`src/hdl/stri_pkg.sv`:
```
package stri_pkg;

  localparam int MAX_DIGIT_SYMBOLS = 16;
  localparam int SYM_W             = 8;
  localparam int SYMS_W            = MAX_DIGIT_SYMBOLS * SYM_W;
  localparam int COUNT_W           = 5;
  localparam int VALUE_W           = 32;
  localparam int DIGIT_W           = $clog2(MAX_DIGIT_SYMBOLS);

  localparam int CFG_DATA_W = 64;
  localparam int CFG_ADDR_W = 5;

  // register indexes, taken from paddr[4:3]
  localparam logic [1:0] REG_DIGIT_COUNT = 2'd0;
  localparam logic [1:0] REG_SYMS_LOW    = 2'd1;
  localparam logic [1:0] REG_SYMS_HIGH   = 2'd2;

  localparam logic [COUNT_W-1:0]    RST_DIGIT_COUNT = 5'd10;
  localparam logic [CFG_DATA_W-1:0] RST_SYMS_LOW    = 64'h3736_3534_3332_3130;
  localparam logic [CFG_DATA_W-1:0] RST_SYMS_HIGH   = 64'h0000_0000_0000_3938;

  localparam logic [SYM_W-1:0] CHAR_NUL   = 8'h00;
  localparam logic [SYM_W-1:0] CHAR_PLUS  = 8'h2b;
  localparam logic [SYM_W-1:0] CHAR_MINUS = 8'h2d;
  localparam logic [SYM_W-1:0] CHAR_SPACE = 8'h20;
  localparam logic [SYM_W-1:0] CHAR_FF    = 8'h0c;
  localparam logic [SYM_W-1:0] CHAR_LF    = 8'h0a;
  localparam logic [SYM_W-1:0] CHAR_CR    = 8'h0d;
  localparam logic [SYM_W-1:0] CHAR_TAB   = 8'h09;
  localparam logic [SYM_W-1:0] CHAR_VT    = 8'h0b;

  typedef enum logic [3:0] {
    PH_SPACE = 4'b0001,
    PH_SIGN  = 4'b0010,
    PH_DIGIT = 4'b0100,
    PH_DONE  = 4'b1000
  } phase_t;

  // configuration as seen by the parser
  typedef struct packed {
    logic [SYMS_W-1:0]  symbols;     // symbol i in bits [8i+7:8i]
    logic [COUNT_W-1:0] used_count;  // radix, clamped to MAX_DIGIT_SYMBOLS
    logic               digits_invalid;
  } cfg_t;

endpackage

```
`src/hdl/stri_cfg.sv`:
```
module stri_cfg
  import stri_pkg::*;
(
  input  logic                  clk,
  input  logic                  rst,
  input  logic                  psel,
  input  logic                  penable,
  input  logic                  pwrite,
  input  logic [CFG_ADDR_W-1:0] paddr,
  input  logic [CFG_DATA_W-1:0] pwdata,
  output logic [CFG_DATA_W-1:0] prdata,
  output logic                  pready,
  output cfg_t                  cfg
);

  logic [COUNT_W-1:0]    digit_count, digit_count_next;
  logic [CFG_DATA_W-1:0] syms_low, syms_low_next;
  logic [CFG_DATA_W-1:0] syms_high, syms_high_next;
  logic                  bad;
  logic                  wr_en;
  logic [1:0]            reg_idx;

  function automatic logic digits_bad(logic [COUNT_W-1:0] cnt, logic [SYMS_W-1:0] syms);
    logic             res;
    logic [SYM_W-1:0] si;
    res = (cnt < COUNT_W'(2)) || (cnt > COUNT_W'(MAX_DIGIT_SYMBOLS));
    for (int i = 0; i < MAX_DIGIT_SYMBOLS; i++) begin
      si = syms[SYM_W*i +: SYM_W];
      if (COUNT_W'(i) < cnt) begin
        if (si == CHAR_NUL || si == CHAR_PLUS || si == CHAR_MINUS) res = 1'b1;
        for (int j = i + 1; j < MAX_DIGIT_SYMBOLS; j++) begin
          if (COUNT_W'(j) < cnt && syms[SYM_W*j +: SYM_W] == si) res = 1'b1;
        end
      end
    end
    return res;
  endfunction

  assign pready  = 1'b1;
  assign reg_idx = paddr[CFG_ADDR_W-1:3];
  assign wr_en   = psel && penable && pwrite && pready;

  always_comb begin
    digit_count_next = digit_count;
    syms_low_next    = syms_low;
    syms_high_next   = syms_high;
    if (wr_en) begin
      unique case (reg_idx)
        REG_DIGIT_COUNT: digit_count_next = pwdata[COUNT_W-1:0];
        REG_SYMS_LOW:    syms_low_next    = pwdata;
        REG_SYMS_HIGH:   syms_high_next   = pwdata;
        default: ;
      endcase
    end
  end

  // validity flag follows the written values with no extra cycle
  always_ff @(posedge clk) begin
    if (rst) begin
      digit_count <= RST_DIGIT_COUNT;
      syms_low    <= RST_SYMS_LOW;
      syms_high   <= RST_SYMS_HIGH;
      bad         <= digits_bad(RST_DIGIT_COUNT, {RST_SYMS_HIGH, RST_SYMS_LOW});
    end else begin
      digit_count <= digit_count_next;
      syms_low    <= syms_low_next;
      syms_high   <= syms_high_next;
      bad         <= digits_bad(digit_count_next, {syms_high_next, syms_low_next});
    end
  end

  always_comb begin
    unique case (reg_idx)
      REG_DIGIT_COUNT: prdata = {{(CFG_DATA_W-COUNT_W){1'b0}}, digit_count};
      REG_SYMS_LOW:    prdata = syms_low;
      REG_SYMS_HIGH:   prdata = syms_high;
      default:         prdata = '0;
    endcase
  end

  assign cfg.symbols        = {syms_high, syms_low};
  assign cfg.used_count     = (digit_count > COUNT_W'(MAX_DIGIT_SYMBOLS)) ?
                              COUNT_W'(MAX_DIGIT_SYMBOLS) : digit_count;
  assign cfg.digits_invalid = bad;

endmodule

```
`src/hdl/string_to_int_custom_radix_core.sv`:
```
// Channel   Dir  Handshake         Payload
// s_*       in   s_tvalid/s_tready s_tdata[7:0] = char_code
// m_*       out  m_tvalid/m_tready m_tdata[31:0] = value, m_tuser[0] = digits_invalid
// apb       in   psel/penable      registers at 0x00, 0x08, 0x10
//
// One word per cycle unless a zero word is held back: input register -> digit match, multiply-add -> result register.
// An accepted zero word passes through the input register, then sets m_tvalid in the result register.
// Only a zero word produces a result; it waits in stage 1 while the result
// register is full and not taken, otherwise every word moves on each cycle.
// Synchronous reset clears the parse state, valids and restores the default digits.
module string_to_int_custom_radix_core
  import stri_pkg::*;
(
  input  logic                  clk,
  input  logic                  rst,
  input  logic                  s_tvalid,
  output logic                  s_tready,
  input  logic [SYM_W-1:0]      s_tdata,   // [7:0] char_code
  output logic                  m_tvalid,
  input  logic                  m_tready,
  output logic [VALUE_W-1:0]    m_tdata,   // [31:0] value
  output logic                  m_tuser,   // [0] digits_invalid
  input  logic                  psel,
  input  logic                  penable,
  input  logic                  pwrite,
  input  logic [CFG_ADDR_W-1:0] paddr,
  input  logic [CFG_DATA_W-1:0] pwdata,
  output logic [CFG_DATA_W-1:0] prdata,
  output logic                  pready
);

  cfg_t cfg;

  logic               in_valid;
  logic [SYM_W-1:0]   in_char;
  logic               in_end;
  logic               out_free;
  logic               advance;

  phase_t             phase, phase_next;
  logic               negative, negative_next;
  logic [VALUE_W-1:0] acc, acc_next;

  logic [MAX_DIGIT_SYMBOLS-1:0] match;
  logic                         hit;
  logic [DIGIT_W-1:0]           digit;
  logic [VALUE_W+COUNT_W-1:0]   product;
  logic                         is_space, is_sign;
  logic [VALUE_W-1:0]           result;

  stri_cfg u_cfg (
    .clk     (clk),
    .rst     (rst),
    .psel    (psel),
    .penable (penable),
    .pwrite  (pwrite),
    .paddr   (paddr),
    .pwdata  (pwdata),
    .prdata  (prdata),
    .pready  (pready),
    .cfg     (cfg)
  );

  assign in_end   = (in_char == CHAR_NUL);
  assign out_free = !m_tvalid || m_tready;
  assign advance  = in_valid && (!in_end || out_free);
  assign s_tready = !in_valid || advance;

  always_ff @(posedge clk) begin
    if (rst) begin
      in_valid <= 1'b0;
    end else if (s_tready) begin
      in_valid <= s_tvalid;
    end
  end

  always_ff @(posedge clk) begin
    if (s_tready && s_tvalid) begin
      in_char <= s_tdata;
    end
  end

  always_comb begin
    for (int i = 0; i < MAX_DIGIT_SYMBOLS; i++) begin
      match[i] = (COUNT_W'(i) < cfg.used_count) &&
                 (cfg.symbols[SYM_W*i +: SYM_W] == in_char);
    end
  end

  // lowest matching index wins
  always_comb begin
    hit   = 1'b0;
    digit = '0;
    for (int i = MAX_DIGIT_SYMBOLS - 1; i >= 0; i--) begin
      if (match[i]) begin
        hit   = 1'b1;
        digit = DIGIT_W'(i);
      end
    end
  end

  assign product  = acc * cfg.used_count;
  assign is_space = (in_char == CHAR_SPACE) || (in_char == CHAR_FF) ||
                    (in_char == CHAR_LF) || (in_char == CHAR_CR) ||
                    (in_char == CHAR_TAB) || (in_char == CHAR_VT);
  assign is_sign  = (in_char == CHAR_PLUS) || (in_char == CHAR_MINUS);
  assign result   = cfg.digits_invalid ? '0 : (negative ? (VALUE_W'(0) - acc) : acc);

  always_comb begin
    phase_next    = phase;
    negative_next = negative;
    acc_next      = acc;
    if (in_end) begin
      phase_next    = PH_SPACE;
      negative_next = 1'b0;
      acc_next      = '0;
    end else if (phase != PH_DONE) begin
      priority if (hit) begin
        acc_next   = product[VALUE_W-1:0] + VALUE_W'(digit);
        phase_next = PH_DIGIT;
      end else if (phase == PH_SPACE && is_space) begin
        phase_next = PH_SPACE;
      end else if ((phase == PH_SPACE || phase == PH_SIGN) && is_sign) begin
        if (in_char == CHAR_MINUS) negative_next = !negative;
        phase_next = PH_SIGN;
      end else begin
        phase_next = PH_DONE;
      end
    end
  end

  always_ff @(posedge clk) begin
    if (rst) begin
      phase    <= PH_SPACE;
      negative <= 1'b0;
      acc      <= '0;
    end else if (advance) begin
      phase    <= phase_next;
      negative <= negative_next;
      acc      <= acc_next;
    end
  end

  always_ff @(posedge clk) begin
    if (rst) begin
      m_tvalid <= 1'b0;
    end else if (out_free) begin
      m_tvalid <= advance && in_end;
    end
  end

  always_ff @(posedge clk) begin
    if (out_free && advance && in_end) begin
      m_tdata <= result;
      m_tuser <= cfg.digits_invalid;
    end
  end

endmodule

```
`config.mk`:
```
export PLATFORM = sky130hd
export DESIGN_NAME = string_to_int_custom_radix_core
export DESIGN_NICKNAME = d
export VERILOG_FILES = /design/src/hdl/stri_pkg.sv /design/src/hdl/stri_cfg.sv /design/src/hdl/string_to_int_custom_radix_core.sv
export SDC_FILE = /design/constraint.sdc
export NUM_CORES = 2
export LEC_CHECK = 0
export BUFFER_PORTS_ARGS = -buffer_cell sky130_fd_sc_hd__buf_2
export CORE_ASPECT_RATIO = 1.1
export CORE_MARGIN = 1.5
export CORE_UTILIZATION = 60
export DETAILED_ROUTE_END_ITERATION = 8
export GPL_ROUTABILITY_DRIVEN = 0
export PLACE_DENSITY = 0.79
export SYNTH_ARGS = -nofsm -noshare
export SYNTH_HDL_FRONTEND = slang
export SYNTH_SLANG_ARGS = --single-unit
```
`constraint.sdc`:
```
create_clock -name clk -period 7.2 [get_ports clk]
set_input_delay 1.8 -clock clk [delete_from_list [all_inputs] [get_ports clk]]
set_output_delay 1.8 -clock clk [all_outputs]
set_load 0.05 [all_outputs]
```
[Word-level counts from Yosys, hierarchy flattened]
Index checks and enable logic that the tools add are counted.
Widths: inputs -> output; s select.
Storage, ports and cells
  flip-flop bits (word level): 214
  word-level logic and storage cells: 660
  input port bits: 84
Operators by class
  equal/unequal tests: 183
  reductions and logical operators: 217
  multiply operators: 1
  multiplexer cells: 210
  order comparisons: 35
  add/sub/neg operators: 2
Operators by type and width (number)
  $eq 8x8->1: 136
  $eq 8x6->1 const B: 35
  $mux 64: 4
  $pmux 64 s3: 1
  $mux 1: 177
  $logic_and 1x1->1: 145
  $logic_not 8->1: 17
  $mux 32: 4
  $mux 4: 21
  $lt 4x5->1 const A: 16
  $logic_or 1x1->1: 43
  $eq 8x4->1 const B: 5
  $lt 3x5->1 const A: 8
  $add 32x4->32: 1
  $mul 32x5->32: 1
  $sub 1x32->32 const A: 1
  $lt 1x5->1 const A: 4
  $lt 2x5->1 const A: 4
  $mux 5: 3
  $gt 5x5->1 const B: 2
  $reduce_bool 2->1: 4
  $reduce_and 6->1: 1
  $lt 5x2->1 const B: 1
  $eq 4x1->1 const B: 1
  other kinds (9): 13

[Longest topological paths before layout]
  depth after elaboration: 161
  gate-level depth with buffers: 29
  mapped depth without buffers: 27

[Hierarchy]
Synthesis repeated with hierarchy kept, for this count alone.
Second synthesis, totals
  cell total of the unflattened synthesis: 3657
  area, all modules: 30890.9 um^2
Modules (own cells, without submodules)
  stri_cfg: sequential area each 2682.6 um^2, cells an instance 2471, instances 1, area each 20631.0 um^2
  string_to_int_custom_radix_core: sequential area each 2011.9 um^2, cells an instance 1186, instances 1, area each 10259.8 um^2

[Worst setup path before layout]
OpenSTA, ideal clock, no wires.
  path type: flip-flop to flip-flop
  start point: register in_char[2]
  end point: register acc[29]
  setup slack: 1.638 ns
  arrival time: 5.433 ns
  stages on the path, launching flop included: 25
  library setup time: 0.129 ns
  path through: edfxtp_1 buf_2 xnor2_1 nand4_1 nor3_1 or2_2 or4_1 nor2b_1 fa_1 ha_1 inv_1 fa_1 inv_1 ha_1 a21o_1 a21oi_1 o21bai_1 a21oi_1 o211ai_1 a31oi_1 o21ai_0 a221o_1 a41oi_1 xnor2_1 o21ai_0
Between the ends
  longest elaborated chain between the ends: 22
  elaborated cells between the ends (all ways): 75
  those cells by class: 1 x add/sub; 16 x eq/ne; 35 x mux; 23 x reduce/logical
RTL lines
  from (decl): RTL line string_to_int_custom_radix_core.sv:35  | logic [SYM_W-1:0] in_char;
  from (signal assigned): RTL line string_to_int_custom_radix_core.sv:79  | in_char <= s_tdata;
  $eq 8x8->1: RTL line string_to_int_custom_radix_core.sv:86  | (cfg.symbols[SYM_W*i +: SYM_W] == in_char);
  $logic_and 1x1->1: RTL line string_to_int_custom_radix_core.sv:85  | match[i] = (COUNT_W'(i) < cfg.used_count) &&
  $mux 4 (16 in a row): RTL line string_to_int_custom_radix_core.sv:95  | if (match[i]) begin
  $add 32x4->32: RTL line string_to_int_custom_radix_core.sv:119  | acc_next = product[VALUE_W-1:0] + VALUE_W'(digit);
  $mux 32: RTL line string_to_int_custom_radix_core.sv:118  | priority if (hit) begin
  $mux 32: RTL line string_to_int_custom_radix_core.sv:117  | end else if (phase != PH_DONE) begin
  $mux 32: RTL line string_to_int_custom_radix_core.sv:113  | if (in_end) begin
  to (signal assigned): RTL line string_to_int_custom_radix_core.sv:140  | acc <= acc_next;
  to (decl): RTL line string_to_int_custom_radix_core.sv:42  | logic [VALUE_W-1:0] acc, acc_next;
Parallel ways exist; a longest one is shown, timed or not. The select of a mux whose other input is x is not followed.
A chain may end at the register's enable or synchronous reset.

[Worst setup path after layout]
  start point: register in_char[5]
  end point: register acc[31]
The elaborated chain is that of the path after synthesis.

==> metrics.txt <==
vias=30990; initial antenna violation count=11; Pleak=0.01258 uW; number of max-cap violations=1; worst setup margin=0.2664 ns; min Tclk post-route=6.934 ns; worst slew pin tran=1.708 ns; worst vdd ir=0.1661 mV; Synth area leaders=xnor2_1 (20%), xor2_1 (15%), dfxtp_1 (12%); Hold Violations, Final=0; Syn-to-layout area delta=9.953%; post-synthesis cell count=3584; dpl hpwl=86.72 mm; DR iter-0 viols=5598; cell area after synthesis=0.02969 mm2; critical path's slowest cell=edfxtp_1; Setup Crit Path Kind=reg -> reg; largest area contributor in the netlist=xnor2_1; WHS=0.5168 ns; CTS Buf Count=24; met3 usage=25.85%; Setup WS pre-CTS=0.6072 ns; Setup Fix Bufs, Post-CTS=0; Peak Freq=144.2 MHz; die width=215.1 um; Die H=236.3 um; Avg WL per Cell=29.21 um; peak fanout along the critical path=11; largest net degree at the start of global routing=91; fin crit share=96.30%; status=finished with violations; H-tree levels=1; Synth async-reset ratio=0%; port bufs=179; global route overflow=0; I/O Pins=184; Core ar.=0.04892 mm2; setup_tns=0 ns; Cell Rows=85; Seq/Total Area, Yosys=15.81%; effective utilization at floorplan=60.69%; Required @ worst endpoint=7.70 ns; Tot GR Track Use=49.10%; Clock Root Buffer=clkbuf_16; post-DR vias/cell=7.094; number of synthesized flops with an enable pin=41; CP arrival=7.43 ns; Post-Syn Nets=3817; RSZ-0062 raised after global routing=no; Cell variety after synth=88; layout cell share with drive strength beyond 1=16.13%; drt pass-1 iters=9; synth cell count leaders=xnor2_1 (679), xor2_1 (509), nor2_1 (206); first-pass GRT wire length=187.0 mm; CTS tree=done; critical path's largest stage delay=0.75 ns; Layout Nets=3922; Max-slew headroom=-15.09%; worst skew pair latency=0.57 ns; Hold Crit Class=reg -> reg; Setup Viol. Count Final=0; Critical Path End Type=flop; Avg Inst Size Synth=8.285 um2; vias in the first global route=29000; Final ANT Viol Nets=0; Pwr per Cell Area=108.3 mW/mm2; CTS Buffer Depth=3; critical-path cell list=buf_4 -> xnor2_1 -> nand4_1 -> nor3_1 -> nor4_1 -> nand3_1 -> nor2b_1 -> fa_1 -> ha_1 -> inv_1 -> fa_1 -> inv_1 -> ha_1 -> a21o_1 -> a21oi_1 -> o21bai_1 -> a21oi_1 -> o211ai_1 -> a31oi_1 -> o21ai_0 -> a221o_1 -> nand4_1 -> or4_1 -> nand3_1; drt drc=69; CTS clk-pin slew, worst paths=0.07 ns; Primary FF master, synth=dfxtp_1; final WL=127.6 mm; most frequent cell after synthesis=xnor2_1; Die Area=0.05083 mm2; Synth top area share=20.03%; GRT busiest layer=met2; clock sink total=214; failing checks=DRC, capacitance limit, slew limit; met1 usage=54.80%; grt met2 use=68.80%; Final Max Slew Viols=4; worst clock skew=0.02246 ns; Synth Register Bits=214; YS warnings=0; crit path launch type=flop
==> path summary, 6_finish.rpt <==
path,slack [ns],cells past startpoint,to,startpoint
hold reg to reg,0.52,2,in_valid$_SDFFE_PP0N_,in_valid$_SDFFE_PP0N_
setup reg to reg,0.27,24,acc[31]$_SDFFE_PP0P_,in_char[5]$_DFFE_PP_
hold / removal,0.52,2,in_valid$_SDFFE_PP0N_,in_valid$_SDFFE_PP0N_
setup / recovery,0.27,24,acc[31]$_SDFFE_PP0P_,in_char[5]$_DFFE_PP_
==> logic make-up after synthesis <==
| family | share of synthesized area, % |
|---|---|
| xor gates and xnor gates | 35.04 |
| and+or+nand+nor | 18.41 |
| buffers and inverters | 6.553 |
| AOI/OAI and AO/OA | 10.20 |
| DFF | 15.81 |
| adders and majority gates | 8.453 |
| muxes | 5.512 |
| other | 0.01263 |
==> sequential cells by signal, summed over array words and instances, names as in the netlist <==
name / count
m_tuser: 1
u_cfg.syms_high: 64
acc: 32
phase: 4
m_tdata: 32
u_cfg.syms_low: 64
in_valid: 1
negative: 1
u_cfg.bad: 1
u_cfg.digit_count: 5
in_char: 8
m_tvalid: 1
==> cells in the final DEF, fill, tap and decap left out, drive strengths merged, types with 21 or more instances in the layout <==
cell and instances:
nor3 91, dfxtp 173, nand2b 48, and2 70
nand3 66, buf 404, a22oi 21, a21oi 86
a22o 50, and3 31, a31oi 40, nand4 158
nor4 129, mux2i 116, nor2 211, inv 121
nand2 162, clkbuf 32, ha 63, o21ai 68
fa 86, xnor2 679, xor2 509, edfxtp 41
==> layer usage <==
layer,part of all wire [%],vias up
li1,-,12430
met1,32,14430
met2,39,2983
met3,18,1138
met4,11,12
met5,0.17,-
==> final cells by class <==
cell class,count,area [um2]
clock buffers,32,681.9
flip-flops and latches,214,4696
well taps,652,815.8
inverters,121,454.2
clock inverters,12,146.4
diodes,9,22.52
multi-input cells,2924,23190
repair buffers,404,2638
fillers,3967,16270
==> report_power, final <==
group	leakage, uW	total [uW]	internal, uW	switching [uW]
Sequential	0.00173	1280	1230	51.2
Clock	0.000403	1330	774	559
Combinational	0.0104	918	327	591
Total	0.0126	3540	2330	1200
==> metrics by stage <==
step           power, uW  instance area (um2)  cells  utilization [%]
2_1_floorplan       1880                29690   3584                -
3_3_place_gp        2143                31790   4315            64.98
3_5_place_dp        2158                31790   4315            64.98
4_1_cts             3449                32620   4359            66.68
5_1_grt             3582                32630   4359            66.69
6_report            3536                32650   4368            66.73
==> critical path, delay by kind of cell (launching register included) <==
kind,cells,cell delay (ns)
simple gates,8,2.17
compound gates,8,1.90
fa+ha+maj,4,1.47
flops,1,0.75
buf+inv,3,0.46
xor+xnor,1,0.09
==> what timing repair did <==
| item | in CTS | in global routing |
|---|---|---|
| endpoints found under the hold margin | 0 | 0 |
| endpoints found under the setup margin | 0 | 1 |
| hold buffers | 0 | 0 |
| gates resized for setup | 0 | 1 |
(Power assumes the default switching activity.)
